[src/rtl/rpf_pkg.sv]
// rpf_pkg: shared types and constants for the palette fade sequencer.
// No dependencies; used by rpf_palette, rpf_channel and the top module.
`default_nettype none
package rpf_pkg;

	localparam int LEVEL_W = 8;
	localparam int DUTY_W  = 10;
	localparam int INDEX_W = 3;
	localparam int NUM_CH  = 3;

	// channel slots inside an RGB word: red is the top byte
	localparam int CH_RED   = 2;
	localparam int CH_GREEN = 1;
	localparam int CH_BLUE  = 0;

	localparam logic OP_TICK  = 1'b0;
	localparam logic OP_WRITE = 1'b1;

	localparam logic [3:0] COUNT_MIN   = 4'd3;
	localparam logic [3:0] COUNT_RESET = 4'd3;

	typedef logic [NUM_CH-1:0][LEVEL_W-1:0] rgb_t;
	typedef logic [NUM_CH-1:0][DUTY_W-1:0]  duty_t;

endpackage
`default_nettype wire

[src/rtl/rpf_palette.sv]
// rpf_palette: palette storage, one write port and two registered read ports.
// Read data is write-first. Depends on rpf_pkg.
`default_nettype none
module rpf_palette #(
	parameter int DEPTH = 8,
	parameter int AW    = 3
) (
	input  wire logic                clk,
	input  wire logic                we,
	input  wire logic [AW-1:0]       waddr,
	input  wire rpf_pkg::rgb_t       wdata,
	input  wire logic [AW-1:0]       raddr_a,
	input  wire logic [AW-1:0]       raddr_b,
	output rpf_pkg::rgb_t            rdata_a,
	output rpf_pkg::rgb_t            rdata_b
);

	rpf_pkg::rgb_t mem [DEPTH];
	rpf_pkg::rgb_t rd_a_q;
	rpf_pkg::rgb_t rd_b_q;

	always_ff @(posedge clk) begin
		if (we) begin
			mem[waddr] <= wdata;
		end
		rd_a_q <= (we && waddr == raddr_a) ? wdata : mem[raddr_a];
		rd_b_q <= (we && waddr == raddr_b) ? wdata : mem[raddr_b];
	end

	assign rdata_a = rd_a_q;
	assign rdata_b = rd_b_q;

endmodule
`default_nettype wire

[src/rtl/rpf_walk.sv]
// rpf_walk: ping-pong walk step, gives the next position, direction and the
// from/to entries of a new segment. Pure logic, no package use.
`default_nettype none
module rpf_walk #(
	parameter int AW = 3,
	parameter int PW = 5
) (
	input  wire logic                 up_in,
	input  wire logic signed [PW-1:0] pos_in,
	input  wire logic signed [PW-1:0] count,
	output logic                      up_out,
	output logic signed [PW-1:0]      pos_out,
	output logic [AW-1:0]             from_idx,
	output logic [AW-1:0]             to_idx
);

	logic signed [PW-1:0] p;
	logic signed [PW-1:0] f;
	logic signed [PW-1:0] t;

	always_comb begin
		p       = up_in ? pos_in + PW'(1) : pos_in - PW'(1);
		up_out  = up_in;
		pos_out = p;
		f       = p;
		t       = p;
		if (up_in) begin
			if (p >= count) begin
				// ran past the end (count shrank): turn down
				up_out  = 1'b0;
				pos_out = count - PW'(2);
				f       = count - PW'(2);
				t       = count - PW'(3);
			end else if (p == count - PW'(1)) begin
				t = count - PW'(2);
			end else begin
				t = p + PW'(1);
			end
		end else begin
			if (p <= -PW'(1)) begin
				up_out  = 1'b1;
				pos_out = PW'(1);
				f       = PW'(1);
				t       = PW'(2);
			end else if (p == PW'(0)) begin
				t = PW'(1);
			end else begin
				t = p - PW'(1);
			end
		end
		from_idx = AW'(f);
		to_idx   = AW'(t);
	end

endmodule
`default_nettype wire

[src/rtl/rpf_channel.sv]
// rpf_channel: one color channel, steps the level by one toward the goal and
// rescales it to a PWM compare value. Depends on rpf_pkg.
`default_nettype none
module rpf_channel #(
	parameter int PWM_TOP = 999
) (
	input  wire logic [rpf_pkg::LEVEL_W-1:0] level,
	input  wire logic [rpf_pkg::LEVEL_W-1:0] goal,
	input  wire logic [rpf_pkg::DUTY_W-1:0]  duty,
	output logic [rpf_pkg::LEVEL_W-1:0]      level_next,
	output logic [rpf_pkg::DUTY_W-1:0]       duty_next,
	output logic                             at_goal
);

	// level*TOP/255 = level*(TOP/255) + level*(TOP%255)/255; second part < 2^16
	localparam int unsigned A_MUL = PWM_TOP / 255;
	localparam int unsigned B_MUL = PWM_TOP % 255;

	logic [16:0] prod_a;
	logic [15:0] prod_b;
	logic [16:0] div_t;
	logic [16:0] scaled;

	always_comb begin
		if (level < goal) begin
			level_next = level + rpf_pkg::LEVEL_W'(1);
		end else if (level > goal) begin
			level_next = level - rpf_pkg::LEVEL_W'(1);
		end else begin
			level_next = level;
		end
	end

	// exact floor(y/255) for y < 65535: (y + 1 + (y >> 8)) >> 8
	assign prod_a = 17'(level_next) * 17'(A_MUL);
	assign prod_b = 16'(level_next) * 16'(B_MUL);
	assign div_t  = 17'(prod_b) + 17'd1 + 17'(prod_b[15:8]);
	assign scaled = prod_a + 17'(div_t[16:8]);

	assign duty_next = (level != goal) ? scaled[rpf_pkg::DUTY_W-1:0] : duty;
	assign at_goal   = (level_next == goal);

endmodule
`default_nettype wire

[src/rtl/rgb_palette_fade_sequencer.sv]
// Palette fade sequencer: ping-pong color walk over a palette, three PWM channels.
// A tick beat is captured in the input stage, then its result is registered in the
// state registers on m_*. One beat per cycle, ticks and palette writes alike, unless
// a tick waits on m_tready; a config write holds processing while read ports refetch.
// Reset (arst_n low, async): walk restarts, levels/duty/count cleared to defaults;
// palette RAM is not cleared and reads as garbage until written.
`default_nettype none
module rgb_palette_fade_sequencer #(
	parameter int PALETTE_DEPTH = 8,
	parameter int PWM_TOP       = 999
) (
	input  wire logic        clk,
	input  wire logic        arst_n,
	// input stream
	input  wire logic        s_tvalid,
	output logic             s_tready,
	// [2:0] entry_index, [10:3] entry_red, [18:11] entry_green,
	// [26:19] entry_blue, [31:27] zero
	input  wire logic [31:0] s_tdata,
	// [0] operation
	input  wire logic        s_tuser,
	// result stream
	output logic             m_tvalid,
	input  wire logic        m_tready,
	// [9:0] pwm_red, [19:10] pwm_green, [29:20] pwm_blue,
	// [32:30] from_entry, [35:33] to_entry, [39:36] zero
	output logic [39:0]      m_tdata,
	// segment_finished
	output logic             m_tlast,
	// color_count register
	input  wire logic        cfg_wen,
	input  wire logic [3:0]  cfg_wdata
);

	localparam int AW = $clog2(PALETTE_DEPTH);
	localparam int PW = $clog2(PALETTE_DEPTH + 1) + 1;  // signed walk position
	localparam logic [8:0] DEPTH9 = 9'(PALETTE_DEPTH);

	// entry_index mod depth; index < 8 and depth >= 3 so two folds suffice
	function automatic logic [AW-1:0] wrap_index(input logic [2:0] idx);
		logic [8:0] v;
		v = 9'(idx);
		if (v >= DEPTH9) begin
			v = v - DEPTH9;
		end
		if (v >= DEPTH9) begin
			v = v - DEPTH9;
		end
		return AW'(v);
	endfunction

	// input stage
	logic                             valid_s1;
	logic                             op_s1;
	logic [rpf_pkg::INDEX_W-1:0]      idx_s1;
	rpf_pkg::rgb_t                    rgb_s1;

	// config
	logic [3:0]                       count_q;
	logic                             cfg_hold_q;
	logic [8:0]                       cnt9;
	logic signed [PW-1:0]             cnt_eff;

	// walk / fade state; duty, entries and seg_over double as the result register
	logic signed [PW-1:0]             pos_q, pos_d;
	logic                             up_q, up_d;
	logic                             seg_over_q, seg_over_d;
	logic [AW-1:0]                    src_q, src_d;
	logic [AW-1:0]                    tgt_q, tgt_d;
	rpf_pkg::rgb_t                    level_q, level_d;
	rpf_pkg::duty_t                   duty_q, duty_d;
	logic                             m_tvalid_q;

	// walk results
	logic                             w_up;
	logic signed [PW-1:0]             w_pos;
	logic [AW-1:0]                    w_from, w_to;
	logic [AW-1:0]                    n_from, n_to;

	// palette
	logic [AW-1:0]                    addr_a, addr_b;
	rpf_pkg::rgb_t                    rd_src, rd_tgt;

	// datapath
	logic                             process;
	logic                             do_tick;
	logic                             do_write;
	rpf_pkg::rgb_t                    base_level;
	rpf_pkg::rgb_t                    lvl_n;
	rpf_pkg::duty_t                   duty_n;
	logic [rpf_pkg::NUM_CH-1:0]       match;

	// handshake: with no config hold, s1 drains when a write, or when the result slot is free
	assign process  = valid_s1 && !cfg_hold_q &&
		(op_s1 == rpf_pkg::OP_WRITE || !m_tvalid_q || m_tready);
	assign do_tick  = process && (op_s1 == rpf_pkg::OP_TICK);
	assign do_write = process && (op_s1 == rpf_pkg::OP_WRITE);
	assign s_tready = !valid_s1 || process;

	always_ff @(posedge clk or negedge arst_n) begin
		if (!arst_n) begin
			valid_s1 <= 1'b0;
		end else if (s_tready) begin
			valid_s1 <= s_tvalid;
		end
	end

	always_ff @(posedge clk) begin
		if (s_tvalid && s_tready) begin
			op_s1  <= s_tuser;
			idx_s1 <= s_tdata[2:0];
			rgb_s1 <= {s_tdata[10:3], s_tdata[18:11], s_tdata[26:19]};
		end
	end

	// color_count; clamp to 3..depth before use
	always_ff @(posedge clk or negedge arst_n) begin
		if (!arst_n) begin
			count_q    <= rpf_pkg::COUNT_RESET;
			cfg_hold_q <= 1'b0;
		end else begin
			cfg_hold_q <= cfg_wen;
			if (cfg_wen) begin
				count_q <= cfg_wdata;
			end
		end
	end

	always_comb begin
		cnt9 = 9'(count_q);
		if (cnt9 < 9'(rpf_pkg::COUNT_MIN)) begin
			cnt9 = 9'(rpf_pkg::COUNT_MIN);
		end
		if (cnt9 > DEPTH9) begin
			cnt9 = DEPTH9;
		end
	end
	assign cnt_eff = PW'(cnt9);

	// segment start plan from the current walk state
	rpf_walk #(.AW(AW), .PW(PW)) u_walk_now (
		.up_in    (up_q),
		.pos_in   (pos_q),
		.count    (cnt_eff),
		.up_out   (w_up),
		.pos_out  (w_pos),
		.from_idx (w_from),
		.to_idx   (w_to)
	);

	// new segment: levels come from the 'from' entry, else carry on
	assign base_level = seg_over_q ? rd_src : level_q;

	for (genvar c = 0; c < rpf_pkg::NUM_CH; c++) begin : g_ch
		rpf_channel #(.PWM_TOP(PWM_TOP)) u_ch (
			.level      (base_level[c]),
			.goal       (rd_tgt[c]),
			.duty       (duty_q[c]),
			.level_next (lvl_n[c]),
			.duty_next  (duty_n[c]),
			.at_goal    (match[c])
		);
	end

	always_comb begin
		pos_d      = pos_q;
		up_d       = up_q;
		seg_over_d = seg_over_q;
		src_d      = src_q;
		tgt_d      = tgt_q;
		level_d    = level_q;
		duty_d     = duty_q;
		if (do_tick) begin
			if (seg_over_q) begin
				pos_d = w_pos;
				up_d  = w_up;
				src_d = w_from;
				tgt_d = w_to;
			end
			level_d    = lvl_n;
			duty_d     = duty_n;
			seg_over_d = &match;
		end
	end

	always_ff @(posedge clk or negedge arst_n) begin
		if (!arst_n) begin
			pos_q      <= -PW'(1);
			up_q       <= 1'b1;
			seg_over_q <= 1'b1;
			src_q      <= '0;
			tgt_q      <= '0;
			level_q    <= '0;
			duty_q     <= '0;
			m_tvalid_q <= 1'b0;
		end else begin
			pos_q      <= pos_d;
			up_q       <= up_d;
			seg_over_q <= seg_over_d;
			src_q      <= src_d;
			tgt_q      <= tgt_d;
			level_q    <= level_d;
			duty_q     <= duty_d;
			if (do_tick) begin
				m_tvalid_q <= 1'b1;
			end else if (m_tready) begin
				m_tvalid_q <= 1'b0;
			end
		end
	end

	// prefetch for the next tick: plan from the post-edge walk state
	rpf_walk #(.AW(AW), .PW(PW)) u_walk_next (
		.up_in    (up_d),
		.pos_in   (pos_d),
		.count    (cnt_eff),
		.up_out   (),
		.pos_out  (),
		.from_idx (n_from),
		.to_idx   (n_to)
	);

	assign addr_a = n_from;
	assign addr_b = seg_over_d ? n_to : tgt_d;

	rpf_palette #(.DEPTH(PALETTE_DEPTH), .AW(AW)) u_palette (
		.clk     (clk),
		.we      (do_write),
		.waddr   (wrap_index(idx_s1)),
		.wdata   (rgb_s1),
		.raddr_a (addr_a),
		.raddr_b (addr_b),
		.rdata_a (rd_src),
		.rdata_b (rd_tgt)
	);

	// result beat straight from the state registers; they hold while stalled
	assign m_tvalid = m_tvalid_q;
	assign m_tlast  = seg_over_q;
	assign m_tdata  = {4'd0, 3'(tgt_q), 3'(src_q),
		duty_q[rpf_pkg::CH_BLUE], duty_q[rpf_pkg::CH_GREEN], duty_q[rpf_pkg::CH_RED]};

endmodule
`default_nettype wire

[config.mk]
export PLATFORM = sky130hd
export DESIGN_NAME = rgb_palette_fade_sequencer
export DESIGN_NICKNAME = d
export VERILOG_FILES = /design/src/rtl/rpf_pkg.sv /design/src/rtl/rpf_palette.sv /design/src/rtl/rpf_walk.sv /design/src/rtl/rpf_channel.sv /design/src/rtl/rgb_palette_fade_sequencer.sv
export SDC_FILE = /design/constraint.sdc
export NUM_CORES = 1
export LEC_CHECK = 0
export BUFFER_PORTS_ARGS = -buffer_cell sky130_fd_sc_hd__buf_2
export CORE_ASPECT_RATIO = 0.75
export CORE_MARGIN = 5
export CORE_UTILIZATION = 68
export CTS_CLUSTER_SIZE = 10
export DETAILED_ROUTE_END_ITERATION = 7
export PLACE_DENSITY = 0.95
export SLEW_MARGIN = 20
export SYNTH_ARGS = -nofsm -noshare
export SYNTH_HDL_FRONTEND = slang
export SYNTH_SLANG_ARGS = --single-unit
[constraint.sdc]
create_clock -name clk -period 25.6 [get_ports clk]
set_input_delay 1.28 -clock clk [delete_from_list [all_inputs] [get_ports clk]]
set_output_delay 1.28 -clock clk [all_outputs]
set_load 0.05 [all_outputs]
# Yosys cells after proc, flatten, opt, wreduce, memory -nomap -nowiden
# Memories as Yosys holds them, arrays and structs flattened. A register that Yosys moved wholly into a read port is not among the register bits.
# Index checks and enable logic that the tools add are counted.
# word_totals
in_bits	42
mem_count	1
romBits	0
word_cells	135
latchBits	0
output_inout_bits	43
ramBits	192
reg_bits	102
# classes
n_mux	42
n_shift	0
bitwise_logic	1
n_div	0
n_eq_ne	8
add_sub_neg	26
n_reduce_logical	19
order_cmp	12
mul	6
# memory_table
memory	words	width	read_ports	rd_ports_with_merged_regs	wr	line	text
u_palette.mem	8	24	2	2	1	rpf_palette.sv:18	rpf_pkg::rgb_t mem [DEPTH];
# ops
cell	n
$add A16 B1 Y17 const B	3
$add A17 B8 Y17	3
$mux W3	16
$mux W8	6
$mul A8 B7 Y15 const B	3
$mux W5	7
$add A10 B9 Y10	3
$mul A8 B2 Y10 const B	3
$add A8 B1 Y8 const B	3
$eq A8 B8 Y1	3
$gt A8 B8 Y1	3
$lt A8 B8 Y1	3
$mux W24	1
$ne A8 B8 Y1	3
$sub A8 B1 Y8 const B	3
$add A5 B2 Y5 const B	2
$eq A5 B5 Y1	2
$ge A5 B5 Y1	2
$le A5 B1 Y1 const B	2
$logic_not A5 Y1	2
$mux W1	10
$sub A5 B2 Y5 const B	2
$gt A9 B4 Y1 const B	1
$mux W4	2
other kinds (13)	26

# Logic depth before layout (Yosys ltp)
# logic_depth
depth_word	16
ltp_mapped	55
ltp_nobuf	50

# By module
# A second synthesis with hierarchy kept.
# unflattened
hier_cells	1871
hier_area_um2	23054.6
# by_module_without_submodules
module	cells_per_inst	n_inst	area_each_um2	seq_area_each_um2
rpf_palette	381	1	8969.9	5885.6
rgb_palette_fade_sequencer	246	1	4092.7	2703.8
rpf_channel at g_ch[2].u_ch	346	1	2800.2	0.0
rpf_channel at g_ch[0].u_ch	324	1	2692.6	0.0
rpf_channel at g_ch[1].u_ch	334	1	2662.6	0.0
rpf_walk	120	2	918.4	0.0

# Least setup slack after synthesis
# OpenSTA, ideal clock, no wires.
# synth_path
path_type	register to register
start	register with a tool-made name
end	register duty_q, in the netlist m_tdata[19]
setup_ns	0.131
path_buffers	4
path_stages_with_launch	46
setup_slack_ns	14.918
required_ns	25.469
t_arrival_ns	10.551
period_less_slack_ns	10.682
path_cell_list	dfxtp_1 -> buf_2 -> buf_2 -> buf_2 -> mux4_2 -> mux2i_1 -> ha_1 -> nand4_1 -> a21oi_1 -> o211ai_1 -> a21boi_0 -> xnor2_1 -> inv_1 -> fa_1 -> fa_1 -> ha_1 -> fa_1 -> ha_1 -> (+10 left out) -> inv_1 -> ha_1 -> a21oi_1 -> nor2_1 -> or3_1 -> clkbuf_1 -> xor2_1 -> fa_1 -> ha_1 -> fa_1 -> a21o_1 -> a21o_1 -> a21o_1 -> a21oi_1 -> o21bai_1 -> a21oi_1 -> xor2_1 -> o21ai_0
# synth_rtl
element	line	text
end signal, assigned	rgb_palette_fade_sequencer.sv:203	duty_q <= duty_d;
end, declared	rgb_palette_fade_sequencer.sv:71	rpf_pkg::duty_t duty_q, duty_d;

==> qor.yml <==
max_slew_margin_pct: 24.48
dieArea_mm2: 0.03535
setup_violations: 0
antenna_found_initial: 0
post_cts_resized: 0
multiInputGateArea_mm2: 0.01198
die_w_um: 215.4
r2r-end: "m_tdata[19]"
outcome: "finished clean"
nFillCells: 1924
worstPathRequired_ns: 26.01
grt_max_degree: 58
htreeDepth: 2
finClkSkew_ns: 0.03739
period_minus_slack_ns: 12.99
gp_congestion: 0.9846
fin_nets: 2204
path_class: "reg -> reg"
startpoint_type: "flip-flop"
finalWirelength_mm: 54.91
slowest_stage: "buf_4"
drt_pre_antenna_iters: 8
clk_pin_slew_ns: 0.07
synthCells: 1807
ctsHoldBuffers: 0
coreArea_mm2: 0.03125
n_antenna_cell: 0
max-cap-violations: 0
antenna_left: 0
cts-root-buf: "clkbuf_16"
synth.yosys.seq_area_share_pct: 39.91
grt_usage_pct: 30.90
vias: 15508
synth-main-ff-cell: "edfxtp_1"
grt_pass1_wl_mm: 85.66
clock-sinks: 300
synth.distinct_cells: 108
clk_path_buf_depth: 3
cts_setup_buffers: 0
worst_pin_slew_ns: 1.121
die_y_um: 164.1
cp_common_cell: "a21oi_1"
routedWlPerCell_um: 23.70
yosysWarnings: 0
syn_area_per_cell_um2: 11.91
synth_top_area_cell: "edfxtp_1"
drc: 0
ys_seq_elements: 300
min_from: "level_q[16]"
yosys-top-cells-area: "edfxtp_1, ha_1, mux4_2, dfrtp_1, fa_1"
grt_pass1_vias: 15619
crit_arrival_ns: 13.40
period_share_pct: 50.74
ff_latch_area_mm2: 0.008598
whs_path_depth: 2
vias_per_cell: 6.693
ff2ff_setup_slack_ns: 12.61
async_flop_share_pct: 24.67
min_path_type: "reg -> reg"
clk_latency_ns: 0.55
drt_iter0_markers: 1695
max_freq_mhz: 76.99
cts_buffers: 36
grt_overflow: 0
synth_area_mm2: 0.02152
final_area_mm2: 0.02337
final_hold_viol_count: 0
end_kind: "flip-flop"
critPathMaxStageDelay_ns: 0.80
min_to: "level_q[16]"
reg2reg_depth: 45
hpwl_mm: 38.53
ios: 85
synth_top_area_share_pct: 30.69
tritoncts: "built"
rsz0062_at_grt: "no"
syn_to_final_growth_pct: 8.580
initial_core_util_pct: 68.88
rows: 56
cp_max_fo: 50
dpl_cell_area_mm2: 0.02229
port-buffer-count: 75
synth-edff-count: 220
layout-drive-gt1-share_pct: 15.65
slew_viol_final: 0
finalSetupTns_ns: 0
-- critical path, delay by kind of cell (launching register included) --
family / cells / cell delay, ns
mux: 1 / 0.27
flops: 1 / 0.57
fa+ha+maj: 10 / 3.94
xor+xnor: 4 / 1.33
simple gates: 3 / 0.64
compound gates: 22 / 4.66
buf+inv: 5 / 1.43
-- placed cells by master, fill, tap and decap left out, types with 16 or more instances in the layout --
cell type | Yosys | routed
nor3_1 | 18 | 16
clkbuf_1 | 26 | 22
ha_1 | 223 | 223
inv_1 | 170 | 170
nand3_1 | 23 | 23
nand2_1 | 108 | 108
buf_2 | 11 | 74
dfrtp_1 | 65 | 65
nor2_1 | 79 | 73
mux4_2 | 75 | 75
xnor2_1 | 102 | 102
mux2i_1 | 69 | 69
fa_1 | 54 | 54
clkbuf_16 | 0 | 37
xor2_1 | 36 | 36
nor2b_1 | 20 | 20
edfxtp_1 | 220 | 220
o21ai_0 | 82 | 82
a21oi_1 | 70 | 70
a22oi_1 | 23 | 23
a21o_1 | 45 | 45
buf_4 | 9 | 20
-- registers in the layout, indices dropped and copies added (netlist names), 3 cells and up, named ones only --
signal         cells
tgt_q              3
u_palette.mem    192
count_q            4
m_tdata           30
src_q              3
level_q           24
pos_q              5
idx_s1             3
rgb_s1            24
-- through the flow --
stage	cells	util [%]	setup WS, ns	hold slack, ns
after floorplan	1810	-	14.92	0.4381
after detailed placement	2253	71.31	12.97	0.4557
after global placement	2253	71.31	13.33	0.4531
final	2317	74.79	12.61	0.4717
after global routing	2317	74.79	11.91	0.5002
after CTS	2317	74.79	12.86	0.4761
-- synthesized netlist by cell type, types with 5 or more instances --
cell type / count
ha_1: 223
edfxtp_1: 220
inv_1: 170
nand2_1: 108
xnor2_1: 102
o21ai_0: 82
nor2_1: 79
mux4_2: 75
a21oi_1: 70
mux2i_1: 69
dfrtp_1: 65
fa_1: 54
a21o_1: 45
xor2_1: 36
clkbuf_1: 26
a22oi_1: 23
nand3_1: 23
nor2b_1: 20
nor3_1: 18
mux2_2: 14
nand2b_1: 14
o211ai_1: 14
buf_2: 11
nand4_1: 10
o21bai_1: 10
and2_1: 9
buf_4: 9
dfstp_2: 9
nor4_1: 9
or2_2: 9
and3_1: 8
a21boi_0: 7
a31oi_1: 7
buf_6: 7
dfxtp_1: 6
inv_2: 6
o31ai_1: 6
a2111oi_0: 5
a211oi_1: 5
o21a_1: 5
or3_1: 5
-- layer usage --
layer  up-vias  GRT usage (%)  part of all wire (%)
met4         0          9.858                   3.2
met5         -              0                     0
met3       194          6.376                    12
li1       6792              -                     -
met2      1049          51.24                    47
met1      7473          41.70                    39
-- how the worst max path moves through the flow --
| stage | start | to | slack, ns | cells past startpoint |
|---|---|---|---|---|
| floorplan | flip-flop | m_tdata[19] | 14.92 | 45 |
| global placement | flip-flop | m_tdata[29] | 13.33 | 44 |
| detailed placement | flip-flop | m_tdata[19] | 12.97 | 44 |
| CTS | flip-flop | m_tdata[19] | 12.86 | 44 |
| global route | flip-flop | m_tdata[19] | 11.91 | 45 |
| finish | flip-flop | m_tdata[19] | 12.61 | 45 |
-- cell families after synthesis --
group | after synthesis | synth area share, %
flops | 300 | 39.91
compound gates | 339 | 10.74
xor+xnor | 146 | 6.348
fa+ha+maj | 280 | 18.12
mux | 162 | 12.22
other cells | 1 | 0.01742
buf+inv | 237 | 4.749
simple gates | 342 | 7.894
-- area by class of cell --
type | count | share of cell area [%]
Clock buffer | 61 | 4.433
Tap cell | 406 | 2.174
Timing Repair Buffer | 94 | 2.227
Clock inverter | 3 | 0.2141
Multi-Input combinational cell | 1273 | 51.26
Inverter | 180 | 2.907
Sequential cell | 300 | 36.79
Power is left out: the tool's default activity adds up to more than one toggle a clock period on the data nets, which glitch-free logic cannot reach.
